===== src/rtl/core/assert_macros.svh =====
// Assertion helpers used by the RTL.
`ifndef ASSERT_MACROS_SVH
`define ASSERT_MACROS_SVH

// Checked on every rising clock edge, skipped while reset is asserted
`define ASSERT_CLK(label, prop, msg) \
    label: assert property (@(posedge i_clk) disable iff (!i_rst_n) prop) else $error(msg);

// Checked on every rising clock edge, including during reset
`define ASSERT_ALWAYS(label, prop, msg) \
    label: assert property (@(posedge i_clk) prop) else $error(msg);

`endif


===== src/rtl/core/nrbm_pkg.sv =====
`timescale 1ns / 1ps

package nrbm_pkg;

    // Bus and field widths
    localparam int ADDR_W      = 16;
    localparam int DATA_W      = 8;
    localparam int ROM_AW      = 18;
    localparam int WIN_W       = 14;
    localparam int BANK_W      = 4;
    localparam int NIB_W       = 4;
    localparam int IN_TDATA_W  = 24;
    localparam int OUT_TDATA_W = 32;

    // Nibble RAM geometry
    localparam int RAM_DEPTH = 512;
    localparam int RAM_AW    = $clog2(RAM_DEPTH);

    // Configuration port
    localparam int PADDR_W   = 3;
    localparam int PDATA_W   = 32;
    localparam int PIDX_LSB  = 2;

    // Codes
    localparam logic CMD_READ     = 1'b0;
    localparam logic CMD_WRITE    = 1'b1;
    localparam logic REG_BANK_MASK = 1'b0;

    // Reset and fill values
    localparam logic [BANK_W-1:0] MASK_RST  = 4'hF;
    localparam logic [BANK_W-1:0] BANK_RST  = 4'h1;
    localparam logic [BANK_W-1:0] BANK_ZERO = 4'h0;
    localparam logic [DATA_W-1:0] DATA_NONE = 8'hFF;
    localparam logic [NIB_W-1:0]  NIB_CLEAR = 4'h0;

    // One write to the nibble RAM
    typedef struct packed {
        logic              we;
        logic [RAM_AW-1:0] addr;
        logic [NIB_W-1:0]  data;
    } t_ram_wr;

endpackage


===== src/rtl/core/nibble_ram_rom_bank_mapper_unit.sv =====
`timescale 1ns / 1ps

// Bank controller for a cartridge bus with a 4-bit ROM bank and a 512 x 4 RAM.
// Input stream (s side): one CPU bus access per item. tuser is the command
// (0 read, 1 write); tdata carries the address and the write byte.
// Output stream (m side): exactly one result item per access, in order.
// tuser flags mapped and from_rom; tdata holds the ROM address and read data.
// Throughput: one item per cycle while the output is not stalled; state updates
// and the RAM read happen at the accept edge, so each item sees every earlier
// write. The RAM's single read port sets the rate.
// Reset: the bank mask goes to 15, the bank to 1 and RAM is enabled. The RAM
// is then swept to zero, one entry per cycle, through all 512 entries;
// s_tready stays low during the sweep. APB writes are taken out of reset, sweep included.
// Stall: a result waits in the output register while m_tready is low; one more
// item is taken into the input stage, after which s_tready drops until the
// output drains.
module nibble_ram_rom_bank_mapper_unit
    import nrbm_pkg::*;
(
    input  logic                   i_clk,
    input  logic                   i_rst_n,
    // Input stream
    input  logic                   i_s_tvalid,
    output logic                   o_s_tready,
    input  logic [IN_TDATA_W-1:0]  i_s_tdata,   // [15:0] address, [23:16] write_data
    input  logic                   i_s_tuser,   // [0] command
    // Output stream
    output logic                   o_m_tvalid,
    input  logic                   i_m_tready,
    output logic [OUT_TDATA_W-1:0] o_m_tdata,   // [17:0] rom_address, [25:18] read_data
    output logic [1:0]             o_m_tuser,   // [0] mapped, [1] from_rom
    // Configuration
    input  logic                   i_psel,
    input  logic                   i_penable,
    input  logic                   i_pwrite,
    input  logic [PADDR_W-1:0]     i_paddr,
    input  logic [PDATA_W-1:0]     i_pwdata,
    output logic [PDATA_W-1:0]     o_prdata,
    output logic                   o_pready
);

    `include "assert_macros.svh"

    // Control state
    logic [BANK_W-1:0] r_mask;
    logic [BANK_W-1:0] r_bank,     n_bank;
    logic              r_ram_dis;
    logic [RAM_AW:0]   r_clr_cnt;
    logic              clr_done;

    // Pipeline
    logic              r_s1_vld;
    logic              r_s1_mapped;
    logic              r_s1_from_rom;
    logic [ROM_AW-1:0] r_s1_rom_addr;
    logic [DATA_W-1:0] r_s1_rdata;
    logic              r_s1_use_nib;
    logic              r_out_vld;
    logic              r_out_mapped;
    logic              r_out_from_rom;
    logic [ROM_AW-1:0] r_out_rom_addr;
    logic [DATA_W-1:0] r_out_rdata;

    logic              acc, out_free, s1_move, is_wr;
    logic [ADDR_W-1:0] in_addr;
    logic [DATA_W-1:0] in_wdata;
    logic              rom_area, rom_lo, ctl_area, bank_area, ram_area, ram_nib;
    logic              mapped_c, from_rom_c, use_nib_c;
    logic [ROM_AW-1:0] rom_addr_c;
    logic [DATA_W-1:0] rdata_c;
    logic [NIB_W-1:0]  ram_q;
    t_ram_wr           ram_wr;
    logic              cfg_wr;
    logic              out_rom;

    // Handshake
    assign clr_done   = r_clr_cnt[RAM_AW];
    assign out_free   = !r_out_vld || i_m_tready;
    assign s1_move    = r_s1_vld && out_free;
    assign o_s_tready = clr_done && (!r_s1_vld || out_free);
    assign acc        = i_s_tvalid && o_s_tready;

    // Address decode
    assign in_addr   = i_s_tdata[ADDR_W-1:0];
    assign in_wdata  = i_s_tdata[ADDR_W +: DATA_W];
    assign is_wr     = (i_s_tuser == CMD_WRITE);
    assign rom_area  = !in_addr[15];
    assign rom_lo    = (in_addr[15:14] == 2'b00);
    assign ctl_area  = (in_addr[15:13] == 3'b000);
    assign bank_area = (in_addr[15:13] == 3'b001) && in_addr[8];
    assign ram_area  = (in_addr[15:13] == 3'b101);
    assign ram_nib   = ram_area && (in_addr[12:RAM_AW] == '0);
    assign mapped_c  = rom_area || ram_area;

    // Result fields for reads; all zero on writes
    always_comb begin
        from_rom_c = 1'b0;
        rom_addr_c = '0;
        rdata_c    = '0;
        use_nib_c  = 1'b0;
        if (!is_wr) begin
            if (rom_area) begin
                from_rom_c = 1'b1;
                if (rom_lo) begin
                    rom_addr_c = {{(ROM_AW-WIN_W){1'b0}}, in_addr[WIN_W-1:0]};
                end else begin
                    rom_addr_c = {r_bank & r_mask, in_addr[WIN_W-1:0]};
                end
            end else if (ram_area) begin
                rdata_c   = DATA_NONE;
                use_nib_c = ram_nib && !r_ram_dis;
            end
        end
    end

    // Bank select, zero maps to one
    assign n_bank = (in_wdata[BANK_W-1:0] == BANK_ZERO) ? BANK_RST : in_wdata[BANK_W-1:0];

    // Control registers and RAM clearing sweep
    always_ff @(posedge i_clk) begin
        if (!i_rst_n) begin
            r_bank    <= BANK_RST;
            r_ram_dis <= 1'b0;
            r_clr_cnt <= '0;
        end else begin
            if (!clr_done) begin
                r_clr_cnt <= r_clr_cnt + 1'b1;
            end
            if (acc && is_wr && ctl_area) begin
                r_ram_dis <= in_addr[8];
            end
            if (acc && is_wr && bank_area) begin
                r_bank <= n_bank;
            end
        end
    end

    // RAM write: sweep first, then item writes
    always_comb begin
        if (!clr_done) begin
            ram_wr.we   = 1'b1;
            ram_wr.addr = r_clr_cnt[RAM_AW-1:0];
            ram_wr.data = NIB_CLEAR;
        end else begin
            ram_wr.we   = acc && is_wr && ram_nib;
            ram_wr.addr = in_addr[RAM_AW-1:0];
            ram_wr.data = in_wdata[NIB_W-1:0];
        end
    end

    nrbm_nibble_ram u_ram (
        .i_clk     (i_clk),
        .i_wr      (ram_wr),
        .i_rd_en   (acc),
        .i_rd_addr (in_addr[RAM_AW-1:0]),
        .o_rd_data (ram_q)
    );

    // Pipeline valid bits
    always_ff @(posedge i_clk) begin
        if (!i_rst_n) begin
            r_s1_vld  <= 1'b0;
            r_out_vld <= 1'b0;
        end else begin
            if (acc) begin
                r_s1_vld <= 1'b1;
            end else if (s1_move) begin
                r_s1_vld <= 1'b0;
            end
            if (s1_move) begin
                r_out_vld <= 1'b1;
            end else if (i_m_tready) begin
                r_out_vld <= 1'b0;
            end
        end
    end

    // Pipeline payload
    always_ff @(posedge i_clk) begin
        if (acc) begin
            r_s1_mapped   <= mapped_c;
            r_s1_from_rom <= from_rom_c;
            r_s1_rom_addr <= rom_addr_c;
            r_s1_rdata    <= rdata_c;
            r_s1_use_nib  <= use_nib_c;
        end
        if (s1_move) begin
            r_out_mapped   <= r_s1_mapped;
            r_out_from_rom <= r_s1_from_rom;
            r_out_rom_addr <= r_s1_rom_addr;
            r_out_rdata    <= r_s1_use_nib ? {{(DATA_W-NIB_W){1'b0}}, ram_q} : r_s1_rdata;
        end
    end

    assign o_m_tvalid = r_out_vld;
    assign o_m_tdata  = {{(OUT_TDATA_W-ROM_AW-DATA_W){1'b0}}, r_out_rdata, r_out_rom_addr};
    assign o_m_tuser  = {r_out_from_rom, r_out_mapped};

    // Configuration port
    assign cfg_wr   = i_psel && i_penable && i_pwrite && (i_paddr[PIDX_LSB] == REG_BANK_MASK);
    assign o_pready = 1'b1;
    assign o_prdata = (i_paddr[PIDX_LSB] == REG_BANK_MASK) ?
                      {{(PDATA_W-BANK_W){1'b0}}, r_mask} : '0;

    always_ff @(posedge i_clk) begin
        if (!i_rst_n) begin
            r_mask <= MASK_RST;
        end else if (cfg_wr) begin
            r_mask <= i_pwdata[BANK_W-1:0];
        end
    end

    // Checks
    assign out_rom = r_out_vld && r_out_from_rom;

    `ASSERT_CLK(a_no_accept_in_sweep, !clr_done |-> !o_s_tready, "item accepted during RAM sweep")
    `ASSERT_CLK(a_bank_nonzero, r_bank != BANK_ZERO, "stored ROM bank is zero")
    `ASSERT_CLK(a_rom_implies_mapped, out_rom |-> r_out_mapped, "ROM result not mapped")
    `ASSERT_CLK(a_rom_no_rdata, out_rom |-> (r_out_rdata == '0), "ROM read carries RAM data")

endmodule


===== src/rtl/core/nrbm_nibble_ram.sv =====
`timescale 1ns / 1ps

module nrbm_nibble_ram
    import nrbm_pkg::*;
(
    input  logic              i_clk,
    input  t_ram_wr           i_wr,
    input  logic              i_rd_en,
    input  logic [RAM_AW-1:0] i_rd_addr,
    output logic [NIB_W-1:0]  o_rd_data
);

    logic [NIB_W-1:0] r_mem [RAM_DEPTH];
    logic [NIB_W-1:0] r_rd_data;

    // Write port
    always_ff @(posedge i_clk) begin
        if (i_wr.we) begin
            r_mem[i_wr.addr] <= i_wr.data;
        end
    end

    // Registered read port, read-before-write on a shared address
    always_ff @(posedge i_clk) begin
        if (i_rd_en) begin
            r_rd_data <= r_mem[i_rd_addr];
        end
    end

    assign o_rd_data = r_rd_data;

endmodule


===== config.mk =====
export PLATFORM = sky130hd
export DESIGN_NAME = nibble_ram_rom_bank_mapper_unit
export DESIGN_NICKNAME = d
export VERILOG_FILES = /design/src/rtl/core/nrbm_pkg.sv /design/src/rtl/core/nibble_ram_rom_bank_mapper_unit.sv /design/src/rtl/core/nrbm_nibble_ram.sv
export VERILOG_INCLUDE_DIRS = /design/src /design/src/rtl/core
export SDC_FILE = /design/constraint.sdc
export NUM_CORES = 2
export LEC_CHECK = 0
export BUFFER_PORTS_ARGS = -buffer_cell sky130_fd_sc_hd__buf_2
export CAP_MARGIN = 15
export CORE_ASPECT_RATIO = 0.7
export CORE_MARGIN = 3
export CORE_UTILIZATION = 63
export CTS_CLUSTER_DIAMETER = 50
export CTS_CLUSTER_SIZE = 28
export DETAILED_ROUTE_END_ITERATION = 10
export PLACE_DENSITY = 0.8
export SETUP_SLACK_MARGIN = 0.4
export SLEW_MARGIN = 15
export SYNTH_ARGS = -nofsm -noshare
export SYNTH_HDL_FRONTEND = slang
export SYNTH_SLANG_ARGS = --single-unit

===== constraint.sdc =====
create_clock -name i_clk -period 10.9 [get_ports i_clk]
set_input_delay 0.545 -clock i_clk [delete_from_list [all_inputs] [get_ports i_clk]]
set_output_delay 0.545 -clock i_clk [all_outputs]
set_load 0.1 [all_outputs]

==> results.md <==
- Status: completed
- CP Buf/Inv Count: 4
- Initial antenna violation count: 4
- Unique masters post-synth: 56
- Pre-antenna DRT Iters: 6
- Final slew viol count: 0
- CP Cell Sequence: buf_8, buf_4, buf_12, buf_4, mux4_2, and2_1, a211oi_1, a211oi_1, a31oi_1, a2111oi_0, and3_1
- Via count: 45,300
- Share of the synthesized area in the top cell type: 0.746
- Endpoint type of the worst setup path: register
- GR Util All Layers: 0.287
- Slowest stage delay, CP: 0.92 ns
- Max IR drop VDD: 0.153 mV
- Initial Utilization: 0.640
- Routed wire per std cell: 30.7 um
- DP HPWL: 116,000 um
- Clock insertion delay at the later pin of the skew report: 0.80 ns
- Io pins: 136
- DRC violation total after the first TritonRoute iteration: 6,878
- RSZ-0062 raised after global routing: false
- Nets@finish: 4,677
- Yosys reg bits: 2,120
- Max_cap viols: 0
- Die ar.: 0.139 sq mm
- Asr flop ratio synth: 0
- Gr ovfl total: 0
- Die H: 312 um
- Met3 WL: 27,300 um
- Worst path slowest cell: a2111oi_0
- Vias per inst: 7.00
- Final Setup Violations: 0
- Area grow syn2layout: 7.25%
- Post-Route WL: 199,000 um
- TritonCTS clock tree: yes
- Remaining routing DRC violations: 0
- Die X: 444 um
- Reg clk slew, reported paths: 0.08 ns
- Clk_skew: 0.0298 ns
- WS Path Type: primary input to register
- Pwr/cell area: 166 mW/mm^2
- Vias in the first global route: 44,200
- ANT nets after route: 0
- Crit path max-delay family: buffers and inverters
- Setup tns final: 0 ns
- Number of synthesized flops with an enable pin: 2,099
- Data arrival, critical path: 5.61 ns
- Tcrit/Tclk final: 0.456
- Mapped Cells: 4,649
- YS warnings: 0
- Primary FF master, synth: edfxtp_1
- Met1 WL: 75,900 um
- Largest net degree at the start of global routing: 255
- Final min period: 4.97 ns
- Synth area leader: edfxtp_1
- Final Hold Viols: 0
- Ratio of cells with drive above 1 in the final layout: 0.156
- Seq/Total Area, Yosys: 0.750
- CP startpoint kind: primary input
- Hold Path Class: primary input to register
- # rows: 111
- Number of buffers created by CTS: 135
- WL met2: 90,000 um
- Routability congestion estimate from global placement: 0.860
- Lkg Pwr: 30.2 nW
- Synthesized cell area: 0.0845 sq mm
- CTS sink cnt: 2,120
- Root buffer cell: clkbuf_16
- Fin util: 0.687
- Worst-Margin Slew: 1.25 ns
- Fmax: 0.201 GHz
- Resized cells post-CTS: 0
- IO Port Bufs: 66
- Max layer used: met5
- CTS max path bufs: 3
- First-pass GRT wire length: 293,000 um
- Avg Cell Area, Syn: 18.2 sq um
- Htree depth: 4
- Max-slew headroom at the worst pin: 0.170
- Top post-synthesis cells by area: edfxtp_1 75%, mux4_2 8.9%, mux2i_1 4.8%
- Worst Path Required: 11.54 ns
- Core box area: 0.132 sq mm
- Worst-path fanout max: 118
metal layers:
metal	up-vias	global-route usage
li1	18600	-
met5	-	0
met4	8	0.0923
met1	23000	0.425
met3	462	0.0835
met2	3368	0.419
per-stage QoR:
step           total power [mW]  std cells  instance area (sq um)  setup slack (ns)  hold WS (ns)
6_report                   15.1       6477                  90700              5.93        0.0483
5_1_grt                    15.4       6472                  90700              5.94        0.0292
4_1_cts                    15.1       6472                  90700              6.18       0.00272
3_5_place_dp               9.67       6219                  86000              5.35         0.405
3_3_place_gp               9.66       6219                  86000              5.40         0.401
2_1_floorplan              9.50       4682                  84700              1.82         0.400
power breakdown:
part / switching (mW) / internal [mW]
registers: 0.00314 / 8.81
clock network: 2.84 / 2.72
logic: 0.459 / 0.227
total: 3.30 / 11.8
final cells by class:
cell class | count | area [sq um]
fill | 7905 | 41400
clock buffer | 149 | 3570
inverter | 10 | 40.0
multi-input combinational | 2202 | 19300
clock inverter | 100 | 1100
timing repair buffer | 140 | 1010
tap | 1751 | 2190
antenna | 5 | 12.5
sequential | 2120 | 63500
cells by family (layout without fill, tap and decap cells):
| logic type | count (synthesis) | count (layout) | synth area share |
|---|---|---|---|
| AO/OA/AOI/OAI | 488 | 488 | 0.0404 |
| XOR/XNOR | 6 | 6 | 0.000622 |
| adder cells (fa/ha/maj) | 1 | 1 | 0.000148 |
| buffers and inverters | 360 | 399 | 0.0240 |
| flip-flops | 2120 | 2120 | 0.750 |
| multiplexers | 743 | 743 | 0.137 |
| other | 2 | 40 | 0.0000888 |
| AND/OR/NAND/NOR | 929 | 929 | 0.0468 |
path summary, 6_finish.rpt:
kind,startpoint,to,slack [ns],cells past startpoint
setup / recovery,i_s_tdata[1],u_ram.o_rd_data[3],5.93,11
hold / removal,i_s_tdata[9],r_s1_rom_addr[9],0.05,2
setup reg to reg,r_clr_cnt[9],u_ram.r_mem[236][0],7.13,4
hold reg to reg,r_s1_rom_addr[3],r_out_rom_addr[3],0.42,0
placed cells by master, fill, tap and decap left out, types with 30 or more instances in the layout:
cell type  instances
o221ai_1         171
o21ai_0           69
nor3_1            51
conb_1            35
nor2_1           565
o22ai_1           78
buf_2             62
clkbuf_16        141
buf_4             64
nand2_1          121
nand3_1           36
edfxtp_1        2099
mux4_2           334
a21oi_1           87
inv_6             30
mux2i_1          407
repair_timing:
item | in CTS | in global routing
hold endpoints to repair | 4 | 0
buffers inserted | 0 | 0
hold buffers | 4 | 0
Yosys cell counts (7+ instances only):
cell type / n
buf_1: 24
nor2_1: 567
and2_1: 26
nand2b_1: 7
edfxtp_1: 2099
and3_1: 18
nor3_1: 52
nor2b_1: 19
nor4_1: 21
o221ai_1: 171
a211oi_1: 12
nand3_1: 36
nand4_1: 25
buf_2: 43
mux4_2: 334
buf_4: 78
a31oi_1: 9
inv_1: 7
or3_1: 12
a22oi_1: 22
o21ai_0: 69
dfxtp_1: 21
o31ai_1: 9
a21oi_1: 87
o22ai_1: 78
buf_6: 40
nand2_1: 137
clkbuf_1: 162
mux2i_1: 407
state kept, by name, indices dropped and copies added (netlist names), 4 cells and up:
signal / cells
r_bank: 4
r_clr_cnt: 10
r_mask: 4
r_out_rdata: 5
r_out_rom_addr: 18
r_s1_rom_addr: 18
u_ram.o_rd_data: 4
u_ram.r_mem: 2048
Power figures use the tool's default switching activity.
